File: src/hw/rtl/arpc_pkg.sv
`timescale 1ns / 1ps
// ----------------------------------------------------------------------------
// arpc_pkg
// Shared types and constants of the ARP cache and responder.
// ----------------------------------------------------------------------------
package arpc_pkg;

    // header checks for a received packet
    localparam logic [10:0] MIN_PACKET_LEN = 11'd28;
    localparam logic [15:0] HW_ETHERNET    = 16'h0001;
    localparam logic [15:0] PROTO_IPV4     = 16'h0800;
    localparam logic [7:0]  HW_LEN         = 8'd6;
    localparam logic [7:0]  PADDR_LEN      = 8'd4;
    localparam logic [15:0] OPCODE_REQUEST = 16'h0001;

    // item kinds on the input channel
    localparam logic OP_PACKET = 1'b0;
    localparam logic OP_LOOKUP = 1'b1;

    // job queue between front and back, power of two
    localparam int Q_DEPTH = 2;

    typedef struct packed {
        logic        op;
        logic [10:0] packet_length;
        logic [15:0] hw_type;
        logic [15:0] ptype;
        logic [7:0]  hw_addr_len;
        logic [7:0]  proto_addr_len;
        logic [15:0] arp_opcode;
        logic [47:0] src_mac;
        logic [31:0] src_ip;
        logic [31:0] dst_ip;
        logic [31:0] query_ip;
    } in_item_t;

    typedef struct packed {
        logic        packet_accepted;
        logic        reply_valid;
        logic [47:0] reply_dest_mac;
        logic [31:0] reply_dest_ip;
        logic        lookup_hit;
        logic [47:0] lookup_mac;
    } out_item_t;

    typedef enum logic [1:0] {
        JOB_REJECT,
        JOB_LEARN,
        JOB_LOOKUP
    } job_kind_t;

    typedef struct packed {
        job_kind_t   kind;
        logic        reply;
        logic [31:0] ip;
        logic [47:0] mac;
    } job_t;

    typedef struct packed {
        logic full;
        logic empty;
    } q_status_t;

    typedef enum logic [1:0] {
        ST_IDLE,
        ST_SCAN,
        ST_FINISH
    } back_state_t;

endpackage

File: src/hw/rtl/arpc_front.sv
`timescale 1ns / 1ps
// ----------------------------------------------------------------------------
// arpc_front
// Takes input items, holds own_ip, checks the header and turns each item
// into a job for the cache engine.
// ----------------------------------------------------------------------------
module arpc_front
    import arpc_pkg::*;
(
    input  logic        clk,
    input  logic        rst_n,
    input  logic        cfg_wr_en,
    input  logic [31:0] cfg_wr_data,
    input  logic        in_valid,
    output logic        in_ready,
    input  in_item_t    in_data,
    input  q_status_t   q_status,
    output logic        push,
    output job_t        push_job
);

    logic [31:0] own_ip_reg;
    logic [31:0] own_ip_next;
    logic        hdr_ok;
    logic        is_request;

    assign own_ip_next = cfg_wr_en ? cfg_wr_data : own_ip_reg;

    always_ff @(posedge clk or negedge rst_n)
    begin
        if (!rst_n)
        begin
            own_ip_reg <= '0;
        end
        else
        begin
            own_ip_reg <= own_ip_next;
        end
    end

    assign hdr_ok = (in_data.packet_length >= MIN_PACKET_LEN) &&
                    (in_data.hw_type == HW_ETHERNET) &&
                    (in_data.ptype == PROTO_IPV4) &&
                    (in_data.hw_addr_len == HW_LEN) &&
                    (in_data.proto_addr_len == PADDR_LEN);

    // zero own_ip means no address, never answer
    assign is_request = (in_data.arp_opcode == OPCODE_REQUEST) &&
                        (own_ip_reg != '0) &&
                        (in_data.dst_ip == own_ip_reg);

    always_comb
    begin
        push_job.mac   = in_data.src_mac;
        push_job.reply = 1'b0;
        if (in_data.op == OP_LOOKUP)
        begin
            push_job.kind = JOB_LOOKUP;
            push_job.ip   = in_data.query_ip;
        end
        else if (hdr_ok)
        begin
            push_job.kind  = JOB_LEARN;
            push_job.ip    = in_data.src_ip;
            push_job.reply = is_request;
        end
        else
        begin
            push_job.kind = JOB_REJECT;
            push_job.ip   = in_data.src_ip;
        end
    end

    assign in_ready = !q_status.full;
    assign push     = in_valid && in_ready;

endmodule

File: config.mk
export PLATFORM = sky130hd
export DESIGN_NAME = arpc_front
export DESIGN_NICKNAME = d
export VERILOG_FILES = /design/src/hw/rtl/arpc_pkg.sv /design/src/hw/rtl/arpc_front.sv
export SDC_FILE = /design/constraint.sdc
export NUM_CORES = 1
export LEC_CHECK = 0
export ABC_AREA = 1
export BUFFER_PORTS_ARGS = -buffer_cell sky130_fd_sc_hd__buf_2
export CELL_PAD_IN_SITES_DETAIL_PLACEMENT = 1
export CELL_PAD_IN_SITES_GLOBAL_PLACEMENT = 1
export CORE_AREA = 2 2 132 134
export CTS_CLUSTER_DIAMETER = 30
export CTS_CLUSTER_SIZE = 10
export DETAILED_ROUTE_END_ITERATION = 10
export DIE_AREA = 0 0 134 136
export PLACE_DENSITY_LB_ADDON = 0.1
export SYNTH_ARGS = -nofsm -noshare
export SYNTH_HDL_FRONTEND = slang
export SYNTH_SLANG_ARGS = --single-unit
File: constraint.sdc
create_clock -name clk -period 3.35 [get_ports clk]
set_input_delay 0.5025 -clock clk [delete_from_list [all_inputs] [get_ports clk]]
set_output_delay 0.5025 -clock clk [all_outputs]
set_load 0.05 [all_outputs]
Word level (Yosys, flattened, before mapping):

Cells that the tools add are included.

* flip-flop bits (word level): 32
* output and inout bits: 85
* word-level logic and storage cells: 22

* $lt $le $gt $ge: 1
* equality and inequality tests: 6
* muxes and demuxes: 5
* reduce and logical (&&, ||, !) cells: 9

Operator list (count)
* == test 16 x 1 -> 1 bit (second input constant): 2
* == test 32 bit: 1
* 2-to-1 mux 32 bit: 1
* nonzero test 32 bit: 1
* == test 16 x 12 -> 1 bit (second input constant): 1
* == test 8 x 3 -> 1 bit (second input constant): 2
* >= comparator 11 x 5 -> 1 bit (second input constant): 1
* logical AND 1 bit: 7
* 2-to-1 mux 1 bit: 3
* 2-to-1 mux 2 bit: 1
* zero test 1 bit: 1

Depth between registers and ports, before layout:

Gate-level depths: netlist of run 1.

* word-level depth: 7
* gate-level depth with buffers: 10

Least setup slack after synthesis of run 1:

OpenSTA, ideal clock, no wires.

* path type: input -> output
* start point: in in_data[219] (netlist bit)
* end point: out push_job[80] (netlist bit)
* arrival: 1676 ps
* required time: 2847 ps
* setup slack: 1171 ps
* stages: 6
* path buffers: 1
* path through: buf_2 -> nor2_1 -> nand4_1 -> nor2_1 -> nand3_1 -> nor2_1

RTL lines
* start, declared: RTL line arpc_front.sv:16 `input in_item_t in_data,`
* end, declared: RTL line arpc_front.sv:19 `output job_t push_job`

==> out/metrics.csv, run 1 <==
metric;value;unit
worst endpoint required time;2.85;ns
TritonRoute pass-1 iters;4;
Total Routing Usage GR;0.135;
CP Data Arrival Time;1.78;ns
mux cell area share after synthesis;0.213;
cells on worst reg2reg path;1;
# setup viols final;0;
Slew Limit Headroom;0.408;
count of cells resized by post-cts repair;0;
Crit Path Max Fanout;3;
fin crit share;0.682;
final hold violations;0;
max-capacitance violation count;0;
fin crit period;2.29;ns
slowest stage cell, crit path;dfrtp_1;
Distinct cells, synth;21;
Avg Inst Size Synth;7.77;µm²
die height;136;µm
CTS tree;done;
I/O pins;343;
DRT antenna net count;0;
max FFs per register;32;
Max Slew Vio Count;0;
RSZ-0062 raised after global routing;false;
xor/xnor cell area share of the yosys netlist;0.0735;
Synth Area in Compound Gates;0.0175;
Post-Synth Simple-Gate Area;0.215;
hold_buf cts;0;
Buffers on Ports;243;
WL/cell;16.6;µm
Critical R2R Capture;own_ip_reg[5]$_DFFE_PN0P_;
worst r2r src;own_ip_reg[5]$_DFFE_PN0P_;
Mapped Area;2860;µm²
Mapped Cells;368;
CTS Buf Count;5;
CTS clk-pin slew, worst paths;0.05;ns
Synth Register Bits;32;
crit start category;flop;
Final Instance Area;4070;µm²
Initial Util;0.169;
CP peak stage delay;0.40;ns
Yosys warning count;0;
Setup CP Type;reg -> out;
Slew @ Worst Pin;0.887;ns
crit-path leading delay family;simple AND/OR/NAND/NOR gates;
initial antenna violation count;3;
DRC;0;
vias per cell;3.82;
grt total ovfl;0;
Post-Synth Adder-Cell Area;0;
Primary FF master, synth;dfrtp_1;
setup ws final;1.06;ns
area grow syn2layout;42.2;%
Core ar.;16900;µm²
fmax;437;MHz
largest net degree at the start of global routing;43;
ys async rst share;1.00;
via count;3009;
Root Buffer;clkbuf_16;
worst skew pair latency;0.28;ns
number of setup buffers added after CTS;0;
DRT iter0 DRCs;65;
Setup crit end kind;primary output;
Final Util;0.241;
Setup WS pre-CTS;1.02;ns
Buf/Inv on CP;1;
die width;134;µm
htree depth;2;
dpl cell area;3920;µm²
Post-Route WL;13.0;mm
Tightest Hold Check Type;in -> async;
clk buf depth;2;
Layout Cells excl Fill;787;
PwrDens;340;nW/µm²
LEAKAGE;2.12;nW
status;finished clean;
global placement routability congestion;0.698;
syn nets;626;
post-layout net count;818;
R2R Setup Slk;2.53;ns
clock skew;0;ns
die area;18200;µm²
placed cells;778;
worst-path cell chain;xnor2_1 > nand2_1 > nor2_1 > nand2_1 > nor2_2 > nand3_1 > nor2_1 > buf_2;
# clock sinks;32;
hpwl dp;11.5;mm
main combinational cell family by area after synthesis;simple AND/OR/NAND/NOR gates;
layout cell share with drive strength beyond 1;0.554;
first-pass GRT wire length;18.3;mm
maximum vdd drop;0.142;mV
FP Rows;48;
Post-synth EDFFs;0;
vias in the first global route;3159;
sequential element share of the synthesized area;0.280;
final setup TNS;0;ns
-- cell families after synthesis --
group                     Yosys count
and+or+nand+nor                   152
DFF                                32
xor gates and xnor gates           24
AOI/OAI and AO/OA                  10
buffers and inverters              96
muxes                              54
-- synth_stat cells (2+ instances only) --
master | instances | area (µm²)
buf_2 | 2 | 10.0
buf_4 | 51 | 383
buf_6 | 3 | 33.8
clkbuf_1 | 2 | 7.51
dfrtp_1 | 32 | 801
inv_1 | 36 | 135
inv_2 | 2 | 7.51
mux2_2 | 54 | 608
nand2_1 | 73 | 274
nand2_2 | 2 | 12.5
nand3_1 | 5 | 25.0
nand4_1 | 4 | 25.0
nor2_1 | 61 | 229
nor3_1 | 2 | 10.0
o21ai_0 | 10 | 50.1
xnor2_1 | 24 | 210
-- cell usage in the layout, fill, tap and decap left out, types with 2 or more instances in the layout --
cell,count
buf_2,243
clkbuf_16,5
dfrtp_1,32
diode_2,2
inv_1,36
inv_2,2
mux2_2,54
nand2_1,73
nand2_2,2
nand3_1,5
nand4_1,4
nor2_1,61
nor3_1,2
o21ai_0,10
xnor2_1,24
-- worst max-delay path by stage --
stage                               start            to  cells after the start
6_report       own_ip_reg[17]$_DFFE_PN0P_  push_job[80]                      8
3_5_place_dp                 in_data[219]  push_job[80]                      7
2_1_floorplan                in_data[219]  push_job[80]                      6
5_1_grt        own_ip_reg[17]$_DFFE_PN0P_  push_job[80]                      8
4_1_cts        own_ip_reg[17]$_DFFE_PN0P_  push_job[80]                      8
3_3_place_gp                 in_data[219]  push_job[80]                      7
-- power breakdown --
| group | internal [mW] | switching [mW] |
|---|---|---|
| combinational | 0.212 | 0.267 |
| clock | 0.269 | 0.173 |
| sequential | 0.425 | 0.0358 |
-- per-stage QoR --
stage	power, mW	hold WS, ns
2_1_floorplan	0.908	0.207
3_3_place_gp	0.953	0.538
3_5_place_dp	0.959	0.546
4_1_cts	1.42	0.347
5_1_grt	1.48	0.374
6_report	1.38	0.312
-- metal layers --
metal	part of all wire	up-vias	global-route usage	wire, µm
met5	0.0021	-	0	27
met4	0.0077	4	0.0254	101
met3	0.13	10	0.0757	1700
met2	0.46	185	0.220	6000
met1	0.40	1325	0.157	5220
li1	-	1485	-	-
-- layout make-up --
class | instances | area, µm²
clock inverters | 2 | 12.5
clock buffers | 5 | 125
diodes | 2 | 5.00
multi-input cells | 240 | 1480
well taps | 225 | 282
fillers | 2114 | 12800
inverters | 38 | 143
flip-flops and latches | 32 | 801
repair buffers | 243 | 1220
Power figures use the tool's default switching activity.
==> inputs of run 2 (changes only) <==
Settings changed: CORE_AREA 2 2 132 134 to 2 2 134 136, DIE_AREA 0 0 134 136 to 0 0 136 138.
Clock period 3.35 ns to 1.96 ns, I/O delays scaled along.
==> run 2 against run 1 <==
  * Die area up 3.0%
  * First-iteration DRC count rose by 14%
  * Combinational power is 83% higher
  * Clock power is 77% higher
  * Largest cell class unchanged
==> out/metrics.csv, run 2 (synthesized netlist as in run 1, its figures left out) <==
metric;value;unit;change
Slew Limit Headroom;0.685;;+0.277
Initial Util;0.163;;-0.00636
hold_buf cts;0;;unchanged
CTS Buf Count;5;;unchanged
FP Rows;49;;+2.1%
status;finished clean;;
Setup CP Type;reg -> out;;
die width;136;µm;+1.5%
CTS clk-pin slew, worst paths;0.06;ns;about the same
area grow syn2layout;47.7;%;
RSZ-0062 raised after global routing;true;;
worst endpoint required time;1.67;ns;-1.18 ns
# setup viols final;0;;unchanged
global placement routability congestion;0.750;;+7.4%
WL/cell;17.6;µm;+6.3%
DRC;0;;unchanged
worst-path cell chain;buf_4 > nor2_1 > nand2_1 > nor2_2 > nand2_1 > nor2_2 > nor2_2 > nand3_2 > nor2_2 > buf_6;;
vias per cell;3.84;;+0.31%
Setup crit end kind;primary output;;
most frequent cells in the layout;buf_2, nand2_1, mux2_2;;
met1 wire length;6.02;mm;+15%
cells on worst reg2reg path;2;;+1
CTS tree;done;;
LEAKAGE;2.20;nW;+3.7%
setup ws final;0.0258;ns;-1.04 ns
DRT antenna net count;0;;unchanged
die height;138;µm;+1.5%
Crit Path Max Fanout;2;;-1
Tightest Hold Check Type;in -> async;;
worst r2r src;own_ip_reg[6]$_DFFE_PN0P_;;
metal3 WL;1.66;mm;-2.2%
first-pass GRT wire length;19.9;mm;+8.9%
# clock sinks;32;;unchanged
clock skew;0;ns;unchanged
R2R Setup Slk;1.07;ns;-1.46 ns
Final Total Pwr;2.45;mW;+77%
Total Routing Usage GR;0.144;;+0.00914
hpwl dp;12.4;mm;+8.1%
initial antenna violation count;8;;+5
I/O pins;343;;unchanged
htree depth;2;;unchanged
most common cell after layout, fill and taps aside;buf_2;;
Post-Route WL;14.1;mm;+8.2%
Core ar.;17500;µm²;+3.9%
critical path's most frequent cell;nor2_2;;
max-capacitance violation count;0;;unchanged
max FFs per register;32;;unchanged
uppermost layer routed;met5;;
Buffers on Ports;243;;unchanged
TritonRoute pass-1 iters;4;;unchanged
grt total ovfl;0;;unchanged
maximum vdd drop;0.245;mV;+72%
die area;18800;µm²;+3.0%
Root Buffer;clkbuf_16;;
PwrDens;579;nW/µm²;+70%
fin crit share;0.987;;
slowest stage cell, crit path;dfrtp_1;;
Slew @ Worst Pin;0.472;ns;-0.415 ns
Setup WS pre-CTS;0.0603;ns;-0.960 ns
fmax;517;MHz;
layout cell share with drive strength beyond 1;0.587;;+0.0334
DRT iter0 DRCs;74;;+14%
worst skew pair latency;0.27;ns;about the same
WHS;0.0554;ns;-0.257 ns
largest net degree at the start of global routing;43;;unchanged
post-layout net count;826;;+0.98%
met2 wire len;6.20;mm;+3.3%
Max Slew Vio Count;0;;unchanged
crit start category;flop;;
Critical R2R Capture;own_ip_reg[6]$_DFFE_PN0P_;;
fin crit period;1.93;ns;
via count;3072;;+2.1%
clk buf depth;2;;unchanged
CP Data Arrival Time;1.64;ns;-0.14 ns
final hold violations;0;;unchanged
CP peak stage delay;0.38;ns;-0.02 ns
vias in the first global route;3291;;+4.2%
## run 2: cell types whose count changed in the layout (fill, tap and decap cells not counted), moves of 5 or more
cell / delta
buf_4: +7
xnor2_2: +5
nor2_2: +9
nor2_1: -9
xnor2_1: -5
## run 2: worst max-delay path, delay by kind of cell (launching register included)
family,cells,cell delay [ns]
buffers and inverters,2,0.29
DFF,1,0.38
and+or+nand+nor,8,0.68
## run 2: worst max-delay path by stage
stage | startpoint | end | cells after the start
after floorplan | own_ip_reg[5]$_DFFE_PN0P_ | push_job[80] | 7
after global placement | in_data[145] | push_job[80] | 11
after detailed placement | in_data[145] | push_job[80] | 11
after CTS | own_ip_reg[16]$_DFFE_PN0P_ | push_job[80] | 8
after global routing | own_ip_reg[2]$_DFFE_PN0P_ | push_job[80] | 8
final | own_ip_reg[30]$_DFFE_PN0P_ | push_job[80] | 10
## run 2: final cells by class
cell class	count	area, µm²
fillers	2182	13300
multi-input cells	240	1550
repair buffers	251	1290
flip-flops and latches	32	801
well taps	229	287
inverters	38	143
clock buffers	5	125
clock inverters	3	18.8
diodes	3	7.51
## run 2: routing by layer
layer / up-vias / global-route usage
li1: 1504 / -
met4: 12 / 0.0247
met5: - / 0.0185
met2: 188 / 0.224
met1: 1350 / 0.183
met3: 18 / 0.0682
## run 2: what timing repair did
item,4_1_cts,5_1_grt
pin swaps,12,6
setup buffers,2,0
setup endpoints to repair,1,1
cloned,0,0
resized for setup,11,6
## run 2: report_power, final
group | switching [mW] | leakage, nW | internal [mW]
Combinational | 0.486 | 1.75 | 0.392
Clock | 0.314 | 0.0736 | 0.468
Sequential | 0.0599 | 0.379 | 0.726
## run 2: stage by stage
stage               cell area [µm²]  utilization  instances  TNS, ns
floorplan                      2860            -        368        0
global placement               3990        0.227        788        0
detailed placement             3990        0.227        788        0
CTS                            4200        0.239        798  -0.0559
global route                   4220        0.241        799   -0.150
finish                         4220        0.241        801        0
