File: src/hw/rtl/arpc_pkg.sv
`timescale 1ns / 1ps
// ----------------------------------------------------------------------------
// arpc_pkg
// Shared types and constants of the ARP cache and responder.
// ----------------------------------------------------------------------------
package arpc_pkg;

    // header checks for a received packet
    localparam logic [10:0] MIN_PACKET_LEN = 11'd28;
    localparam logic [15:0] HW_ETHERNET    = 16'h0001;
    localparam logic [15:0] PROTO_IPV4     = 16'h0800;
    localparam logic [7:0]  HW_LEN         = 8'd6;
    localparam logic [7:0]  PADDR_LEN      = 8'd4;
    localparam logic [15:0] OPCODE_REQUEST = 16'h0001;

    // item kinds on the input channel
    localparam logic OP_PACKET = 1'b0;
    localparam logic OP_LOOKUP = 1'b1;

    // job queue between front and back, power of two
    localparam int Q_DEPTH = 2;

    typedef struct packed {
        logic        op;
        logic [10:0] packet_length;
        logic [15:0] hw_type;
        logic [15:0] ptype;
        logic [7:0]  hw_addr_len;
        logic [7:0]  proto_addr_len;
        logic [15:0] arp_opcode;
        logic [47:0] src_mac;
        logic [31:0] src_ip;
        logic [31:0] dst_ip;
        logic [31:0] query_ip;
    } in_item_t;

    typedef struct packed {
        logic        packet_accepted;
        logic        reply_valid;
        logic [47:0] reply_dest_mac;
        logic [31:0] reply_dest_ip;
        logic        lookup_hit;
        logic [47:0] lookup_mac;
    } out_item_t;

    typedef enum logic [1:0] {
        JOB_REJECT,
        JOB_LEARN,
        JOB_LOOKUP
    } job_kind_t;

    typedef struct packed {
        job_kind_t   kind;
        logic        reply;
        logic [31:0] ip;
        logic [47:0] mac;
    } job_t;

    typedef struct packed {
        logic full;
        logic empty;
    } q_status_t;

    typedef enum logic [1:0] {
        ST_IDLE,
        ST_SCAN,
        ST_FINISH
    } back_state_t;

endpackage

File: src/hw/rtl/arpc_queue.sv
`timescale 1ns / 1ps
// ----------------------------------------------------------------------------
// arpc_queue
// Short job queue between the front and the cache engine.
// ----------------------------------------------------------------------------
module arpc_queue
    import arpc_pkg::*;
(
    input  logic      clk,
    input  logic      rst_n,
    input  logic      push,
    input  job_t      push_job,
    input  logic      pop,
    output job_t      head,
    output q_status_t status
);

    localparam int PTR_W = (Q_DEPTH > 1) ? $clog2(Q_DEPTH) : 1;
    localparam int CNT_W = $clog2(Q_DEPTH + 1);
    localparam logic [CNT_W-1:0] FULL_CNT = CNT_W'(Q_DEPTH);

    job_t             slot_reg [Q_DEPTH];
    logic [PTR_W-1:0] wr_ptr_reg;
    logic [PTR_W-1:0] wr_ptr_next;
    logic [PTR_W-1:0] rd_ptr_reg;
    logic [PTR_W-1:0] rd_ptr_next;
    logic [CNT_W-1:0] count_reg;
    logic [CNT_W-1:0] count_next;

    always_comb
    begin
        wr_ptr_next = push ? wr_ptr_reg + 1'b1 : wr_ptr_reg;
        rd_ptr_next = pop ? rd_ptr_reg + 1'b1 : rd_ptr_reg;
        count_next  = count_reg;
        if (push && !pop)
        begin
            count_next = count_reg + 1'b1;
        end
        else if (pop && !push)
        begin
            count_next = count_reg - 1'b1;
        end
    end

    always_ff @(posedge clk or negedge rst_n)
    begin
        if (!rst_n)
        begin
            wr_ptr_reg <= '0;
            rd_ptr_reg <= '0;
            count_reg  <= '0;
        end
        else
        begin
            wr_ptr_reg <= wr_ptr_next;
            rd_ptr_reg <= rd_ptr_next;
            count_reg  <= count_next;
        end
    end

    always_ff @(posedge clk)
    begin
        if (push)
        begin
            slot_reg[wr_ptr_reg] <= push_job;
        end
    end

    assign head         = slot_reg[rd_ptr_reg];
    assign status.full  = (count_reg == FULL_CNT);
    assign status.empty = (count_reg == '0);

endmodule

File: config.mk
export PLATFORM = sky130hd
export DESIGN_NAME = arpc_queue
export DESIGN_NICKNAME = d
export VERILOG_FILES = /design/src/hw/rtl/arpc_pkg.sv /design/src/hw/rtl/arpc_queue.sv
export SDC_FILE = /design/constraint.sdc
export NUM_CORES = 1
export LEC_CHECK = 0
export ABC_AREA = 1
export BUFFER_PORTS_ARGS = -buffer_cell sky130_fd_sc_hd__buf_4
export CORE_UTILIZATION = 52
export CTS_CLUSTER_SIZE = 40
export DETAILED_ROUTE_END_ITERATION = 16
export HOLD_SLACK_MARGIN = 0.03
export MAX_ROUTING_LAYER = met4
export PLACE_DENSITY = 0.85
export REMOVE_ABC_BUFFERS = 1
export SETUP_SLACK_MARGIN = 0.5
export SYNTH_ARGS = -nofsm -noshare
export SYNTH_HDL_FRONTEND = slang
export SYNTH_SLANG_ARGS = --single-unit
File: constraint.sdc
create_clock -name clk -period 6.4 [get_ports clk]
set_clock_uncertainty 0.1 [all_clocks]
set_input_delay 0.96 -clock clk [delete_from_list [all_inputs] [get_ports clk]]
set_output_delay 0.96 -clock clk [all_outputs]
set_load 0.05 [all_outputs]
## Yosys cells after proc, flatten, opt, wreduce, memory -nomap -nowiden

Memories as Yosys holds them, arrays and structs flattened.
Index checks and enable logic that the tools add are counted.

- Bits in writable memories: 166
- Flip-flop bits (word level): 4
- Output and inout bits: 85
- ROM bits: 0
- Logic and storage cells: 19
- Memories: 1
- Input port bits: 87
- Bits in latches: 0

Memories:

| memory | words | bits a word | read ports | clocked after Yosys merged registers in | write ports | line | source |
|---|---|---|---|---|---|---|---|
| slot_reg | 2 | 83 | 1 | 0 | 1 | arpc_queue.sv:22 | `job_t slot_reg [Q_DEPTH];` |

- $lt $le $gt $ge: 0
- Multipliers: 0
- Muxes and demuxes: 4
- Shift-type cells: 0
- Bitwise operators: 0
- Equal/unequal tests: 1
- Divide/modulo/power cells: 0
- Reductions and logical operators: 6
- $add $sub $neg: 4

Operator list:

| cell | count |
|---|---|
| two-way mux 2 bit | 2 |
| adder 1 bit, second input constant | 2 |
| adder 2 x 1 -> 2 bit, second input constant | 1 |
| == test 2 bit, second input constant | 1 |
| logical AND 1 bit | 2 |
| zero test 1 bit | 2 |
| zero test 2 bit | 1 |
| two-way mux 1 bit | 2 |
| nonzero test 2 bit | 1 |
| subtractor 2 x 1 -> 2 bit, second input constant | 1 |

## Logic depth before layout (Yosys ltp)

Gate-level depths: netlist of run 1.

- Depth after elaboration: 4
- Depth in mapped cells: 7
- Gate-level depth less buffers: 7

## Worst setup path before layout of run 1

Ideal clock, no wire load.

- Path kind: input to register
- Start point: input push
- End point: memory slot_reg[0][0] (netlist name), enable pin
- Data arrival time: 4477 ps
- Data required time: 5773 ps
- Path slack: 1296 ps
- Cell stages on the path: 2
- Path buffers: 0
- Library setup time: 527 ps
- Cell sequence: inv_1 nor2_1

- Word-level cells in the longest chain between the ends: 2

Ends and longest elaborated chain:

| element | line | source |
|---|---|---|
| from (decl) | arpc_queue.sv:11 | `input logic push,` |
| two-way mux 1 bit | arpc_queue.sv:63 | `if (push)` |
| two-way mux 1 bit (implied by the code) | arpc_queue.sv:65 | `slot_reg[wr_ptr_reg] <= push_job;` |
| to (decl) | arpc_queue.sv:22 |  |

Every way passes these cells.

==> results of run 1 <==
[placed cells by master, fill, tap and decap left out, types with 2 or more instances in the layout]
cell and n:
buf_4 174, edfxtp_1 166, mux2_4 60, mux2_2 23, clkbuf_16 17, inv_1 6, nand2_1 5, clkbuf_1 5
clkinv_2 4, clkinv_1 4, dfrtp_1 3, nor2_1 2, xor2_1 2
[where the power goes]
part	internal (uW)	leakage, uW	switching (uW)
registers	1480	0.00160	141
logic	676	0.00150	1160
clock network	480	0.000233	360
total	2640	0.00333	1660
[per-stage QoR]
stage | total power (uW) | worst slack, ps | cell area, um^2 | instances
floorplan | 3050 | 1300 | 6350 | 274
global placement | 3470 | 3100 | 7880 | 616
detailed placement | 3500 | 3090 | 7880 | 616
CTS | 4340 | 2630 | 8350 | 645
global route | 4450 | 2540 | 8350 | 645
finish | 4300 | 2670 | 8350 | 645
[kinds of logic after synthesis]
group / count (synthesis) / synth area share [%]
DFF: 170 / 79.0
adders and majority gates: 1 / 0.194
muxes: 83 / 18.0
buffers and inverters: 16 / 1.79
xor gates and xnor gates: 3 / 0.408
and+or+nand+nor: 10 / 0.641
[how the worst max path moves through the flow]
stage,cells after the start,to,startpoint
3_5_place_dp,3,head[72],rd_ptr_reg
2_1_floorplan,2,slot_reg[0][0],push
5_1_grt,3,head[82],rd_ptr_reg
3_3_place_gp,3,head[72],rd_ptr_reg
6_report,3,head[82],rd_ptr_reg
4_1_cts,3,head[72],rd_ptr_reg
[critical path: stages (launching register included)]
cell and delay (ps):
dfrtp_4 1030, buf_4 610, mux2_2 390, buf_4 190
[metal layers]
layer,up-vias,track usage [%],wire (um)
met5,-,-,0
li1,1472,-,-
met1,1544,20.2,4270
met3,19,5.62,726
met4,0,8.68,249
met2,127,29.8,5630
[layout make-up]
class                           count  share of cell area, %
Sequential cell                   170                   60.9
Timing Repair Buffer              174                   15.6
Multi-Input combinational cell     97                   14.9
Clock buffer                       22                   5.32
Tap cell                          168                   2.52
Clock inverter                      7                  0.359
Inverter                            7                  0.329
==> flow_summary.yaml, run 1 <==
run:
  cap_violations: 0
sta:
  tightest_slew_ps: 911
  hold_slack_ps: 233
  period_share_pct: 58.3
  slew_violations: 0
  fin_setup_tns_ps: 0
  max_freq_mhz: 268
  relSlewSlack_pct: 39.3
  rsz0062_at_grt: "no"
  hold_viol: 0
  final-setup-viol-count: 0
  period_minus_slack_ps: 3730
final_layout:
  multi_input_area_um2: 1250
  n_antenna_cell: 0
  syn_to_final_growth_pct: 29.7
  final_nets: 555
  largest_reg_flops: 166
  fin_util_pct: 69.3
  drive_above_1_share_pct: 58.7
  nFillCells: 783
  regArea_um2: 5090
setup_path:
  ff2ff_setup_slack_ps: 4160
  path_max_fanout: 54
  r2r_start: "wr_ptr_reg"
  crit_arrival_ps: 2670
  worstSetupStartpointType: "flip-flop"
  regToRegEndpoint: "slot_reg[0][22]"
  critPathCaptureType: "output pin"
  required_ps: 5340
  crit_type: "reg -> out"
  reg2reg_depth: 2
clock_tree:
  clk_path_buf_depth: 2
  cts_setup_buffers: 0
  cts_sinks: 170
  cts_root_buffer: "clkbuf_16"
  clock_latency_ps: 410
  numCtsBuffers: 17
  clk_pin_slew_worst_paths_ps: 60
  htree_levels: 4
  cts_resized: 0
  cts_tree: "done"
  holdBufCountCts: 0
grt:
  grt_start_max_net_pins: 64
  grt_first_pass_wirelength_um: 16300
  grt_pass1_vias: 3272
  track_usage_pct: 18.1
  antenna_found_initial: 0
  gr-total-overflow: 0
hold_path:
  hp-class: "in -> async"
floorplanning:
  start_util_pct: 53.4
  die_area_um2: 12800
  boundaryPins: 172
  design.core.area_um2: 12100
  row_count: 40
  fp.dieW_um: 113
  die_h_um: 113
routing:
  drtAntennaViolNets: 0
  viasPerCell: 4.90
  routedWlPerCell_um: 16.9
  wirelength_um: 10900
  drcViolationCount: 0
  drt-pass1-iter-count: 4
  vias: 3162
  drt_iter0_drc: 145
synth:
  yosysWarnings: 0
  synth_seq_cells: 170
  syn_area_um2: 6440
  ys.flop_type: "edfxtp_1"
  synth_top_cell_area_share_pct: 77.4
  yosys.cell_count.top_type: "edfxtp_1"
  netlist_instances: 283
  ys_seq_area_share_pct: 79.0
  synth_cell_types: 14
  synth-async-reset-ratio_pct: 2.35
  synth_top_area_cell: "edfxtp_1"
  netlist_top_cells_area: "edfxtp_1 (77%), mux2_4 (14%), mux2_2 (4.0%)"
  synth-edff-count: 166
  synth_common_cells: "edfxtp_1 (166), mux2_4 (60), mux2_2 (23), buf_6 (7), inv_1 (7)"
  avgSynthCellArea_um2: 22.8
power_and_ir_drop:
  p_per_area_nw_per_um2: 515
  peakVddDrop_mv: 0.394
  leakagePower_uw: 0.00333
placement:
  numPortBuffers: 171
  dp_hpwl_um: 7190
  gp_congestion: 0.684
outcome:
  status: "completed"
(Power assumes the default switching activity.)
==> run 2, diff against run 1 <==
CORE_UTILIZATION = 47   (was 52)
PLACE_DENSITY = 0.81   (was 0.85)
clock period = 3.1 ns   (was 6.4 ns; I/O delays follow)
==> run 2 against run 1 <==
Effect of this change: final cell count is 2.5% higher; sequential power up 99%; worst setup slack got worse by 2000 ps; design area is 3.2% higher; highest routed layer unchanged.
==> flow_summary.yaml, run 2 (synthesized netlist as in run 1, its figures left out) <==
outcome:
  status: "completed"
sta:
  hold_viol: 0
  fin_setup_tns_ps: 0
  rsz0062_at_grt: "no"
  tightest_slew_ps: 716
  max_freq_mhz: 406
  final-setup-viol-count: 0
  period_share_pct: 79.5
  slew_violations: 0
  period_minus_slack_ps: 2460
  relSlewSlack_pct: 52.1
floorplanning:
  die_area_um2: 14200
  boundaryPins: 172
  design.core.area_um2: 13300
  row_count: 42
  die_h_um: 119
  start_util_pct: 48.4
  fp.dieW_um: 119
final_layout:
  fin_util_pct: 64.9
  layout_common_cells: "buf_4 (172), edfxtp_1 (166), mux2_4 (60), mux2_2 (23), clkbuf_16 (17)"
  n_antenna_cell: 0
  drive_above_1_share_pct: 60.8
  final_cells: 661
  final_nets: 560
  syn_to_final_growth_pct: 33.9
  layout_commonest_cell: "buf_4"
  largest_reg_flops: 166
setup_path:
  regToRegEndpoint: "slot_reg[0][28]"
  reg2reg_depth: 2
  slowest_stage: "dfrtp_4"
  worstSetupStartpointType: "flip-flop"
  crit_arrival_ps: 1900
  endpoint: "head[79]"
  required_ps: 2530
  ff2ff_setup_slack_ps: 1350
  critPathMaxStageDelay_ps: 580
  path_cells: "buf_12 > mux2_2 > buf_4"
  crit_type: "reg -> out"
  r2r_start: "wr_ptr_reg"
  critPathCaptureType: "output pin"
  startpoint: "rd_ptr_reg"
  path_max_fanout: 35
clock_tree:
  cts_root_buffer: "clkbuf_16"
  numCtsBuffers: 17
  cts_sinks: 170
  clk_pin_slew_worst_paths_ps: 60
  cts_tree: "done"
  clock_latency_ps: 410
  clk_path_buf_depth: 2
  htree_levels: 4
power_and_ir_drop:
  p_per_area_nw_per_um2: 1090
  share_seq_of_total_power_pct: 34.1
  p_clk_share_pct: 23.1
  p_comb_share_pct: 42.8
  p_int_uw: 5880
  peakVddDrop_mv: 0.649
  leakagePower_uw: 0.00344
  p_sw_uw: 3560
  switching_share_pct: 37.7
grt:
  track_usage_pct: 16.8
  antenna_found_initial: 0
  grt_pass1_vias: 3426
  grtUsageMet3_pct: 5.03
  gr-total-overflow: 0
  grt_start_max_net_pins: 50
  grt_first_pass_wirelength_um: 17000
  use_met2_pct: 27.9
  grtUsageMet1_pct: 18.5
  top_usage_layer: "met2"
placement:
  gp_congestion: 0.733
  place_inst: 627
  numPortBuffers: 171
  dp_hpwl_um: 7370
routing:
  vias: 3203
  drt_iter0_drc: 179
  drtAntennaViolNets: 0
  routedWlPerCell_um: 17.0
  drt-pass1-iter-count: 4
  wirelength_um: 11200
  drcViolationCount: 0
  viasPerCell: 4.85
run:
  cap_violations: 0
hold_path:
  hp-class: "in -> reg"
run 2: cell count changes in the layout (fill, tap and decap cells not counted), moves of 2 or more:
cell	previous run	this run
buf_12	0	5
clkbuf_1	5	0
bufinv_16	0	4
clkinv_4	0	4
clkinv_1	4	1
clkinvlp_4	0	3
buf_4	174	172
run 2: worst min-delay path by stage:
stage	slack, ps	startpoint	depth (start not counted)	end
floorplan	70	rst_n	0	count_reg[0]
global placement	160	rst_n	1	count_reg[1]
detailed placement	170	rst_n	1	count_reg[0]
CTS	110	push_job[5]	1	slot_reg[1][5]
global route	110	push_job[27]	1	slot_reg[0][27]
finish	130	push_job[5]	1	slot_reg[1][5]
run 2: cell type report:
type / instances / area, um^2
flip-flops and latches: 170 / 5090
clock buffers: 17 / 425
clock inverters: 15 / 200
well taps: 176 / 220
repair buffers: 179 / 1410
multi-input cells: 97 / 1250
inverters: 7 / 27.5
fillers: 922 / 4670
run 2: worst max-delay path: cells and delay by family (launching register included):
kind / cells / cell delay [ps]
buffers and inverters: 2 / 490
flip-flops: 1 / 580
multiplexers: 1 / 380
run 2: stage by stage:
| step | cell area [um^2] | power, uW | setup WS (ps) | hold slack (ps) |
|---|---|---|---|---|
| finish | 8620 | 9430 | 636 | 131 |
| global placement | 7980 | 7260 | 962 | 165 |
| CTS | 8620 | 9540 | 612 | 111 |
| global route | 8620 | 9760 | 589 | 110 |
| detailed placement | 7980 | 7320 | 936 | 171 |
| floorplan | 6350 | 6300 | -1510 | 69.4 |
run 2: power by group through the flow:
| stage | combinational, uW | clock (uW) | sequential, uW |
|---|---|---|---|
| after floorplan | 2880 | 0 | 3430 |
| after global placement | 3990 | 0 | 3270 |
| after detailed placement | 4030 | 0 | 3300 |
| after CTS | 4090 | 2230 | 3220 |
| after global routing | 4190 | 2310 | 3260 |
| final | 4030 | 2180 | 3220 |
run 2: metal layers:
metal,vias to the layer above,share of wire (%)
li1,1486,-
met1,1575,40
met2,116,51
met3,26,6.2
met4,0,2.8
met5,-,0
run 2: what timing repair did:
action                                  in CTS  in global routing
hold buffers                                 1                  0
endpoints found under the setup margin       7                  0
resized for setup                            0                  0
hold endpoints to repair                     4                  0
setup buffers                                1                  0
